`src/sv/ieee_cvt_pkg.sv`:
```
// Package with the format codes and binary64 constants of the float converter.
`default_nettype none
package ieee_cvt_pkg;
   typedef enum logic [1:0] {
      FMT_SINGLE   = 2'd0,
      FMT_DOUBLE   = 2'd1,
      FMT_EXTENDED = 2'd2,
      FMT_INVALID  = 2'd3
   } format_type;

   localparam logic [63:0] SIGN64 = 64'h8000_0000_0000_0000;
   localparam logic [63:0] QNAN64 = 64'h7FF8_0000_0000_0000;
   localparam logic [63:0] INF64  = 64'h7FF0_0000_0000_0000;
   localparam logic [63:0] DMAX64 = 64'h7FEF_FFFF_FFFF_FFFF;
   localparam logic [63:0] DMIN64 = 64'h0010_0000_0000_0000;
endpackage
`default_nettype wire

```
`src/sv/ieee_float_to_double_convert.sv`:
```
// Top level of the binary32/binary64/extended80 to binary64 converter.
//
// Usage: raise start with req_format, req_raw_head and req_raw_tail; the item is
// accepted at an edge where start is high and busy is low. busy is always low,
// so a new item may enter every cycle. Each result appears on rsp_result_bits
// and rsp_bad_format for exactly one cycle, marked by rsp_valid, in order.
// The item passes the stage 1, 2 and 3 registers in order, and rsp_valid is
// registered from the stage 3 valid bit.
// Throughput is one item per cycle: four register stages (unpack, leading-zero
// count, normalize and round, pack) each take one item per cycle.
// The byte order register is written over csr_valid/csr_ready; the user must
// write it only while the block is idle, which the block does not enforce.
// csr_ready is always high. Reset clears all valid bits and sets byte order to
// big-endian. The receiver cannot stall the result channel.
`default_nettype none
module ieee_float_to_double_convert (
   input  wire logic                     clock,
   input  wire logic                     reset,
   input  wire logic                     start,
   output logic                          busy,
   input  wire ieee_cvt_pkg::format_type req_format,
   input  wire logic [63:0]              req_raw_head,
   input  wire logic [15:0]              req_raw_tail,
   output logic                          rsp_valid,
   output logic [63:0]                   rsp_result_bits,
   output logic                          rsp_bad_format,
   input  wire logic                     csr_valid,
   output logic                          csr_ready,
   input  wire logic                     csr_byte_order
);
   import ieee_cvt_pkg::*;

   logic order_ff;
   always_ff @(posedge clock) begin
      if (reset) begin
         order_ff <= 1'b0;
      end else if (csr_valid && csr_ready) begin
         order_ff <= csr_byte_order;
      end
   end
   assign csr_ready = 1'b1;
   assign busy = 1'b0;

   // Stage 1: byte reorder, field extraction, special cases.
   logic [7:0]  b [10];
   logic [7:0]  s [10];
   logic        v1_in, neg1_in, spec1_in;
   logic [63:0] spec_bits1_in, mag1_in;
   logic signed [13:0] scale1_in;
   logic        bad1_in;
   logic [14:0] ee;
   logic [10:0] ee_off;
   logic [10:0] ed;
   logic [7:0]  es;

   always_comb begin
      for (int i = 0; i < 8; i++) b[i] = req_raw_head[63-8*i -: 8];
      b[8] = req_raw_tail[15:8];
      b[9] = req_raw_tail[7:0];
      for (int i = 0; i < 10; i++) s[i] = b[i];
      if (order_ff) begin
         unique case (req_format)
            FMT_SINGLE:   for (int i = 0; i < 4; i++) s[i] = b[3-i];
            FMT_DOUBLE:   for (int i = 0; i < 8; i++) s[i] = b[7-i];
            default:      for (int i = 0; i < 10; i++) s[i] = b[9-i];
         endcase
      end
      v1_in = start && !busy;
      neg1_in = s[0][7];
      bad1_in = 1'b0;
      spec1_in = 1'b1;
      spec_bits1_in = neg1_in ? SIGN64 : 64'd0;
      mag1_in = '0;
      scale1_in = '0;
      es = {s[0][6:0], s[1][7]};
      ed = {s[0][6:0], s[1][7:4]};
      ee = {s[0][6:0], s[1]};
      ee_off = 11'(ee - 15'd15360);
      unique case (req_format)
         FMT_SINGLE: begin
            mag1_in = {40'd0, (es != 8'd0), s[1][6:0], s[2], s[3]};
            if (es == 8'hFF) begin
               spec_bits1_in = (mag1_in[22:0] == 23'd0) ?
                  (INF64 | (neg1_in ? SIGN64 : 64'd0)) : QNAN64;
            end else if (mag1_in != 64'd0) begin
               spec1_in = 1'b0;
               scale1_in = (es == 8'd0) ? -14'sd149
                  : $signed({6'd0, es}) - 14'sd150;
            end
         end
         FMT_DOUBLE: begin
            mag1_in = {11'd0, (ed != 11'd0), s[1][3:0], s[2], s[3], s[4], s[5],
                       s[6], s[7]};
            if (ed == 11'h7FF) begin
               spec_bits1_in = (mag1_in[51:0] == 52'd0) ?
                  (INF64 | (neg1_in ? SIGN64 : 64'd0)) : QNAN64;
            end else if (mag1_in != 64'd0) begin
               spec1_in = 1'b0;
               scale1_in = (ed == 11'd0) ? -14'sd1074
                  : $signed({3'd0, ed}) - 14'sd1075;
            end
         end
         FMT_EXTENDED: begin
            mag1_in = {s[2], s[3], s[4], s[5], s[6], s[7], s[8], s[9]};
            if (ee == 15'd0) begin
               spec_bits1_in = neg1_in ? SIGN64 : 64'd0;
            end else if (ee == 15'h7FFF) begin
               spec_bits1_in = (mag1_in[62:0] == 63'd0) ?
                  (INF64 | (neg1_in ? SIGN64 : 64'd0)) : QNAN64;
            end else if (ee >= 15'd17407) begin
               spec_bits1_in = DMAX64 | (neg1_in ? SIGN64 : 64'd0);
            end else if (ee < 15'd15361) begin
               spec_bits1_in = DMIN64 | (neg1_in ? SIGN64 : 64'd0);
            end else if (mag1_in != 64'd0) begin
               spec1_in = 1'b0;
               scale1_in = $signed({3'd0, ee_off}) - 14'sd1086;
            end
         end
         default: begin
            bad1_in = 1'b1;
            spec_bits1_in = 64'd0;
         end
      endcase
   end

   logic        v1_ff, neg1_ff, spec1_ff, bad1_ff;
   logic [63:0] spec_bits1_ff, mag1_ff;
   logic signed [13:0] scale1_ff;
   always_ff @(posedge clock) begin
      if (reset) v1_ff <= 1'b0;
      else       v1_ff <= v1_in;
      neg1_ff <= neg1_in;
      spec1_ff <= spec1_in;
      bad1_ff <= bad1_in;
      spec_bits1_ff <= spec_bits1_in;
      mag1_ff <= mag1_in;
      scale1_ff <= scale1_in;
   end

   // Stage 2: leading-zero count and normalizing shift.
   logic [5:0]  lz2_in;
   logic [63:0] norm2_in;
   always_comb begin
      lz2_in = 6'd0;
      for (int i = 0; i < 64; i++) begin
         if (mag1_ff[i]) lz2_in = 6'(63 - i);
      end
      norm2_in = mag1_ff << lz2_in;
   end

   logic        v2_ff, neg2_ff, spec2_ff, bad2_ff;
   logic [63:0] spec_bits2_ff, norm2_ff;
   logic signed [13:0] be2_ff;
   always_ff @(posedge clock) begin
      if (reset) v2_ff <= 1'b0;
      else       v2_ff <= v1_ff;
      neg2_ff <= neg1_ff;
      spec2_ff <= spec1_ff;
      bad2_ff <= bad1_ff;
      spec_bits2_ff <= spec_bits1_ff;
      norm2_ff <= norm2_in;
      be2_ff <= scale1_ff - $signed({8'd0, lz2_in}) + 14'sd1086;
   end

   // Stage 3: denormalizing shift and round to nearest even.
   logic [6:0]   sh3;
   logic [127:0] wide3;
   logic [63:0]  kept3, rem3, half3;
   logic [53:0]  kept3_in;
   logic         zero3_in;
   always_comb begin
      if (be2_ff < 14'sd1) begin
         sh3 = (be2_ff < -14'sd52) ? 7'd65 : 7'(14'sd12 - be2_ff);
      end else begin
         sh3 = 7'd11;
      end
      zero3_in = (sh3 > 7'd64);
      wide3 = {norm2_ff, 64'd0} >> sh3;
      kept3 = wide3[127:64];
      rem3 = wide3[63:0];
      half3 = 64'h8000_0000_0000_0000;
      kept3_in = kept3[53:0];
      if (rem3 > half3 || (rem3 == half3 && kept3[0])) kept3_in = kept3[53:0] + 54'd1;
   end

   logic        v3_ff, neg3_ff, spec3_ff, bad3_ff, zero3_ff;
   logic [63:0] spec_bits3_ff;
   logic [53:0] kept3_ff;
   logic signed [13:0] be3_ff;
   always_ff @(posedge clock) begin
      if (reset) v3_ff <= 1'b0;
      else       v3_ff <= v2_ff;
      neg3_ff <= neg2_ff;
      spec3_ff <= spec2_ff;
      bad3_ff <= bad2_ff;
      zero3_ff <= zero3_in;
      spec_bits3_ff <= spec_bits2_ff;
      kept3_ff <= kept3_in;
      be3_ff <= be2_ff;
   end

   // Stage 4: exponent adjust and packing.
   logic [63:0] bits4;
   logic [53:0] k4;
   logic signed [13:0] e4;
   always_comb begin
      k4 = kept3_ff;
      e4 = be3_ff;
      if (zero3_ff) begin
         bits4 = 64'd0;
      end else if (be3_ff >= 14'sd1) begin
         if (k4[53]) begin
            k4 = k4 >> 1;
            e4 = e4 + 14'sd1;
         end
         bits4 = (e4 >= 14'sd2047) ? INF64 : {1'b0, e4[10:0], k4[51:0]};
      end else begin
         bits4 = {10'd0, k4};
      end
      if (neg3_ff) bits4 = bits4 | SIGN64;
      if (spec3_ff) bits4 = spec_bits3_ff;
   end

   always_ff @(posedge clock) begin
      if (reset) rsp_valid <= 1'b0;
      else       rsp_valid <= v3_ff;
      rsp_result_bits <= bits4;
      rsp_bad_format <= bad3_ff;
   end

   a_bad_zero: assert property (@(posedge clock) disable iff (reset)
      rsp_valid && rsp_bad_format |-> rsp_result_bits == 64'd0)
      else $error("bad format result not zero");
   a_latency: assert property (@(posedge clock) disable iff (reset)
      v1_ff |=> ##2 rsp_valid)
      else $error("item lost in pipeline");
   a_norm: assert property (@(posedge clock) disable iff (reset)
      v2_ff && !spec2_ff |-> norm2_ff[63])
      else $error("mantissa not normalized");
endmodule
`default_nettype wire

```
`config.mk`:
```
export PLATFORM = sky130hd
export DESIGN_NAME = ieee_float_to_double_convert
export DESIGN_NICKNAME = d
export VERILOG_FILES = /design/src/sv/ieee_cvt_pkg.sv /design/src/sv/ieee_float_to_double_convert.sv
export SDC_FILE = /design/constraint.sdc
export NUM_CORES = 1
export LEC_CHECK = 0
export BUFFER_PORTS_ARGS = -buffer_cell sky130_fd_sc_hd__buf_2
export CAP_MARGIN = 20
export CORE_MARGIN = 8
export CORE_UTILIZATION = 32
export DETAILED_ROUTE_END_ITERATION = 7
export PLACE_DENSITY_LB_ADDON = 0.2
export SLEW_MARGIN = 0
export SYNTH_ARGS = -nofsm -noshare
export SYNTH_HDL_FRONTEND = slang
export SYNTH_SLANG_ARGS = --single-unit
```
`constraint.sdc`:
```
create_clock -name clock -period 5.1 [get_ports clock]
set_clock_uncertainty 0.05 [all_clocks]
set_input_delay 0.255 -clock clock [delete_from_list [all_inputs] [get_ports clock]]
set_output_delay 0.255 -clock clock [all_outputs]
set_load 0.02 [all_outputs]
```
==> results of run 1 <==
[routing by layer]
metal / global-route usage [%] / up-vias
met2: 40.9 / 1230
met1: 33.4 / 13200
met3: 3.25 / 205
met5: 0 / -
li1: - / 13200
met4: 8.72 / 4
[cell families (layout without fill, tap and decap cells)]
family,after synthesis,after routing
simple gates,1265,1265
compound gates,1008,1008
buf+inv,344,751
mux,317,317
flops,317,317
xor+xnor,81,81
fa+ha+maj,29,29
other cells,2,2
[cell usage after synthesis (19+ instances only)]
master,instances,share of area (%)
nor2_1,254,3.9
a21o_1,21,0.64
xor2_1,34,1.2
a21oi_1,159,3.2
nor4_1,46,1.2
nor2b_1,20,0.51
dfxtp_1,317,26
nor3_1,58,1.2
o21ai_0,314,6.4
a211oi_1,41,1.2
xnor2_1,47,1.7
o21ai_1,23,0.47
nand3_1,290,5.9
buf_2,23,0.47
buf_1,38,0.58
mux2i_1,269,11
a31oi_1,46,1.2
nand4_1,43,1.1
and2_1,52,1.3
clkbuf_1,178,2.7
inv_1,96,1.5
ha_1,28,1.4
o211ai_1,46,1.4
o22ai_1,76,1.9
mux2_2,45,2.1
a22oi_1,101,3.1
and3_1,34,0.86
nand2_1,364,5.5
nand2b_1,19,0.48
[metrics by stage]
stage | setup slack [ps] | total power [mW] | instance area [um^2]
2_1_floorplan | 2.57 | 10.5 | 24700
3_3_place_gp | -55.5 | 16.0 | 29000
3_5_place_dp | -80.3 | 15.9 | 29000
4_1_cts | 0.301 | 18.8 | 30400
5_1_grt | -68.8 | 20.6 | 31100
6_report | 120 | 19.4 | 31100
[layout make-up]
type	instances	area, um^2
well taps	1040	1300
repair buffers	582	4410
clock inverters	18	255
clock buffers	52	1090
flip-flops and latches	317	6360
multi-input cells	2702	17300
inverters	99	374
fillers	8080	45800
[flip-flops by register name (all words and copies together) (netlist names), 5 cells and up]
name,flops
mag1_ff,64
norm2_ff,64
rsp_result_bits,64
kept3_ff,54
be2_ff,14
be3_ff,14
scale1_ff,12
spec_bits1_ff,5
spec_bits2_ff,5
spec_bits3_ff,5
[tightest hold or removal path, stage by stage]
cell,delay (ps)
buf_2,130
mux2i_1,80
o22ai_1,130
[where the power goes]
group / leakage [nW] / internal (mW) / switching, mW
sequential: 2.64 / 3.28 / 0.579
clock: 0.641 / 1.68 / 1.13
combinational: 9.84 / 5.08 / 7.63
total: 13.1 / 10.0 / 9.34
[cell usage in the layout (no fill, tap or decap), types with 41 or more instances in the layout]
master and instances:
a21oi_1 153, a22oi_1 97, a31oi_1 41, and2_1 50
buf_2 151, buf_4 394, clkbuf_16 48, dfxtp_1 310
inv_1 94, mux2_2 45, mux2i_1 265, nand2_1 362
nand3_1 288, nand4_1 43, nor2_1 249, nor3_1 55
nor4_1 42, o211ai_1 46, o21ai_0 301, o22ai_1 75
xnor2_1 47
[what timing repair did]
action                     CTS  global route
buffers inserted             0            30
hold buffers                 7             0
gates resized for setup      8            71
cloned                       0             8
setup endpoints to repair   18            51
hold endpoints to repair     8             0
pin swaps                    1            30
[worst min path at each step]
stage / start / to / slack, ps / depth (start not counted)
detailed placement: neg2_ff$_DFF_P_ / neg3_ff$_DFF_P_ / 260 / 0
CTS: req_raw_head[17] / mag1_ff[33]$_SDFF_PN0_ / 0.1 / 3
floorplan: bad1_ff$_DFF_P_ / bad2_ff$_DFF_P_ / 260 / 0
global route: req_raw_head[18] / mag1_ff[34]$_SDFF_PN0_ / 30 / 3
global placement: neg2_ff$_DFF_P_ / neg3_ff$_DFF_P_ / 260 / 0
finish: req_raw_head[10] / mag1_ff[10]$_SDFF_PN0_ / 10 / 3
==> impl_metrics.ini, run 1 <==
[synthesis]
avgSynthCellArea_um2 = 7.34
post_synth_and_or_nand_nor_area_fraction_pct = 25.1
netlist-cell-type-count = 98
syn-num-nets = 3479
synthMuxAreaShare_pct = 13.2
dominant_combinational_cell_family_by_area_after_synthesis = compound AO/OA/AOI/OAI gates
synth_cells = 3363
synth-seq-area-share_pct = 25.7
synth_async_sr_flop_share_pct = 0
synth_compound_area_share_pct = 26.0
adder_and_majority_gate_portion_of_the_synthesized_area_pct = 1.50
postSynth.topFlopCell = dfxtp_1
post_synth_xor_area_fraction_pct = 2.87
synth-edff-count = 0
flip_flop_and_latch_count_after_synthesis = 317
yosys_warning_total = 0
synth_area_um2 = 24700

[floorplanning]
floorplan.die.height_um = 294
dieArea_um2 = 86300
floorplan.initialDensity_pct = 32.1
ioPinCount = 155
die_w_um = 294
placeableCoreArea_um2 = 77000
placementRows = 102

[detailed_routing]
route.layer.met1.wl_um = 49800
routed-wl-met3_um = 7690
antenna_left = 0
wire_length_on_met2_um = 52300
post_detailed_route_via_to_cell_ratio = 5.79
drt_iter0_drc = 2770
count_of_tritonroute_iterations_in_the_first_routing_pass = 8
postRouteWirelength_um = 114000
remaining_drc_errors = 0
wire_per_inst_um = 23.8
vias_after_detailed_routing = 27900
topRoutingLayerUsed = met5

[layout]
insertedDiodeCount = 0
final_core_area_utilization_pct = 40.4
layout.nets = 3857
stdcell_count = 4810
flow.area_growth_from_synthesis_pct = 26.1
layout_cells_sized_above_1_pct = 21.4

[setup_path]
critical-path-top-delay-family = simple AND/OR/NAND/NOR gates
critPathBufInv = 3
crit_path_max_incr_delay_ps = 530
master_of_the_slowest_instance_on_the_critical_path = or4_4
critical_path.cell_chain = buf_6 > nor4_4 > buf_4 > and4_4 > buf_12 > o21ai_0 > and2_1 > mux4_2 > a211oi_4 > a22o_4 > a31oi_2 > nand3b_4 > or3b_4 > or4_4 > or4_1 > o311a_1 > a21o_1
required_ps = 5530
crit_fanout = 6
crit_path_end_kind = flop
crit_type = flop to flop
worst-r2r-setup-slack_ps = 120
regToRegStartpoint = be2_ff[3]$_DFF_P_
cp_num_cells = 17
r2r_end = kept3_ff[38]$_DFF_P_
critPathLaunch = be2_ff[3]$_DFF_P_
critical_path.endpoint = kept3_ff[38]$_DFF_P_
data_arrival_at_the_endpoint_of_the_critical_path_ps = 5410
worst_r2r_path_depth = 17
setup.worst_path.start_class = flop

[timing]
final-hold-violation-count = 0
headroom_to_the_max_slew_limit_pct = 30.1
min_period_over_period_pct = 97.6
setup_viol = 0
finalCriticalPeriod_ps = 4980
fmax_ghz = 0.201
sum_of_negative_setup_slack_ps = 0
hold-worst-slack_ps = 14.7
worst_slew_pin_slew_ps = 1050
final_max_slew_viol_count = 0

[min_path]
min-delay-path-class = primary input to flop

[cts]
clock_tree_from_tritoncts = done
cts-root-buf = clkbuf_16
later_pin_clock_latency_in_the_skew_report_ps = 590
htree_num_levels = 2
cts_inserted_buffers = 39
clk_pin_slew_worst_paths_ps = 60
numClockSinks = 317
clk_path_buf_depth = 3

[global_route]
grt_first_pass_wirelength_um = 169000
antenna_violations_before_repair = 3
grt_remaining_overflow = 0
global_route.usage.total_pct = 24.9
number_of_global_route_vias_before_repair = 26300
grt_start_max_net_pins = 86

[placed_design]
placed_cells = 4694
port-buffer-count = 152
hpwlAfterDp_um = 89800
final_wtd_congestion = 0.990

[job]
timing.max_cap.violations = 0

[power_and_ir_drop]
cellPowerDensity_nw_per_um2 = 623
vdd.ir_drop.worst_uv = 292
static_leakage_nw = 13.1

[status]
status = finished clean
(Power assumes the default switching activity.)
==> run 2: changes to the inputs <==
--- a/config.mk
+++ b/config.mk
@@ -7,8 +7,9 @@
 export LEC_CHECK = 0
 export BUFFER_PORTS_ARGS = -buffer_cell sky130_fd_sc_hd__buf_2
 export CAP_MARGIN = 20
+export CORE_ASPECT_RATIO = 0.6
 export CORE_MARGIN = 8
-export CORE_UTILIZATION = 32
+export CORE_UTILIZATION = 30
 export DETAILED_ROUTE_END_ITERATION = 7
 export PLACE_DENSITY_LB_ADDON = 0.2
 export SLEW_MARGIN = 0
==> run 2 against run 1 <==
Compared with the run above:
- maximum frequency fell by 0.87%
- sequential power barely moved
- non-clock buffer count rose by 255
- combinational power rose by 20%
- critical path type unchanged
- critical endpoint unchanged
- largest cell class unchanged
- largest power group unchanged
==> impl_metrics.ini, run 2 (synthesis results as in run 1) <==
[status]
status = finished clean

[cts]
htree_num_levels = 2
clk_path_buf_depth = 3
later_pin_clock_latency_in_the_skew_report_ps = 600
clk_pin_slew_worst_paths_ps = 60
clock_tree_from_tritoncts = done
cts-root-buf = clkbuf_16
numClockSinks = 317
cts_inserted_buffers = 34

[setup_path]
crit_path_end_kind = flop
data_arrival_at_the_endpoint_of_the_critical_path_ps = 5450
required_ps = 5520
crit_fanout = 6
crit_type = flop to flop
setup.worst_path.start_class = flop

[timing]
fmax_ghz = 0.199
final-hold-violation-count = 0
setup_viol = 0
min_period_over_period_pct = 98.5
finalCriticalPeriod_ps = 5020
worst_slew_pin_slew_ps = 1050
post_layout_worst_setup_margin_ps = 76.4
final_max_slew_viol_count = 0
headroom_to_the_max_slew_limit_pct = 29.2
hold-worst-slack_ps = 48.7

[global_route]
grt_start_max_net_pins = 137
number_of_global_route_vias_before_repair = 27100
antenna_violations_before_repair = 3
grt_remaining_overflow = 0
grt_first_pass_wirelength_um = 193000
global_route.usage.total_pct = 28.0

[floorplanning]
placeableCoreArea_um2 = 81500
die_w_um = 386
floorplan.die.height_um = 238
floorplan.initialDensity_pct = 30.3
ioPinCount = 155
dieArea_um2 = 92000
placementRows = 81

[layout]
layout_common_cells = buf_4 (622), nand2_1 (360), dfxtp_1 (310)
layout.nets = 4107
fillerInstances = 8557
final_common_cell = buf_4
layout_cells_sized_above_1_pct = 27.1
flow.area_growth_from_synthesis_pct = 35.4
stdcell_count = 5095
largestRegisters = mag1_ff (64), norm2_ff (64), rsp_result_bits (64)

[placed_design]
placed_cells = 4986
port-buffer-count = 152
hpwlAfterDp_um = 111000
pre_cts_ws_ps = -256
final_wtd_congestion = 1.04

[power_and_ir_drop]
cellPowerDensity_nw_per_um2 = 658
vdd.ir_drop.worst_uv = 218
static_leakage_nw = 14.4

[detailed_routing]
post_detailed_route_via_to_cell_ratio = 5.87
remaining_drc_errors = 0
vias_after_detailed_routing = 29900
drt_iter0_drc = 4164
count_of_tritonroute_iterations_in_the_first_routing_pass = 6
wire_per_inst_um = 26.6
postRouteWirelength_um = 136000
antenna_left = 0

[job]
timing.max_cap.violations = 0

[min_path]
min-delay-path-class = primary input to flop
-- run 2: what timing repair did --
action                                  4_1_cts  5_1_grt
pin swaps                                     4       28
resized for setup                            24      120
endpoints found under the hold margin        17        0
setup buffers                                 0       24
hold buffers                                 18        0
endpoints found under the setup margin       47       53
gates cloned                                  1        5
-- run 2: path summary, 6_finish.rpt --
kind                                        start                     end  slack (ps)  depth (start not counted)
worst max register to register  be2_ff[9]$_DFF_P_    kept3_ff[38]$_DFF_P_          80                         21
worst min-delay path             req_raw_tail[15]  mag1_ff[15]$_SDFF_PN0_          50                          3
worst max-delay path            be2_ff[9]$_DFF_P_    kept3_ff[38]$_DFF_P_          80                         21
worst min register to register    bad2_ff$_DFF_P_         bad3_ff$_DFF_P_         280                          0
-- run 2: cell type report --
class | instances | area, um^2 | share of cell area, %
multi-input combinational | 2702 | 17600 | 52.7
tap | 1079 | 1350 | 4.04
timing repair buffer | 837 | 6470 | 19.4
clock inverter | 23 | 375 | 1.12
antenna | 1 | 2.50 | 0.00749
clock buffer | 37 | 872 | 2.61
inverter | 99 | 377 | 1.13
sequential | 317 | 6360 | 19.0
-- run 2: report_power, final --
group,switching (mW),internal [mW]
Clock,1.18,1.63
Sequential,0.605,3.28
Combinational,9.09,6.22
-- run 2: metal layers --
metal / routed length (um) / global-route usage (%) / up-vias
met2: 41600 / 29.6 / 1744
met5: 134 / 0.952 / -
met4: 1220 / 3.06 / 4
met1: 69800 / 45.7 / 14300
li1: - / - / 13700
met3: 22900 / 15.8 / 107
-- run 2: stage by stage --
stage / power, mW / utilization, % / setup TNS [ps] / area (um^2)
5_1_grt: 23.0 / 41.0 / -137 / 33400
4_1_cts: 20.9 / 40.1 / 0 / 32600
3_3_place_gp: 18.0 / 38.2 / -5360 / 31100
3_5_place_dp: 17.9 / 38.2 / -4730 / 31100
6_report: 22.0 / 41.0 / 0 / 33400
2_1_floorplan: 10.5 / - / 0 / 24700
-- run 2: worst max-delay path, stage by stage, from the launching register on --
cell       delay [ps]
dfxtp_1           360
buf_4             140
nor4_4             30
buf_4             150
buf_4             130
nand4_1           100
buf_6             150
buf_6             140
clkbuf_16         160
nand3_4           110
and2_1            170
mux4_2            520
a211oi_4          300
buf_6             160
a22o_4            130
a31oi_2            40
nand3b_4          200
or3b_4            430
or4_4             550
or4_4             430
o311a_1           300
a21o_1            150
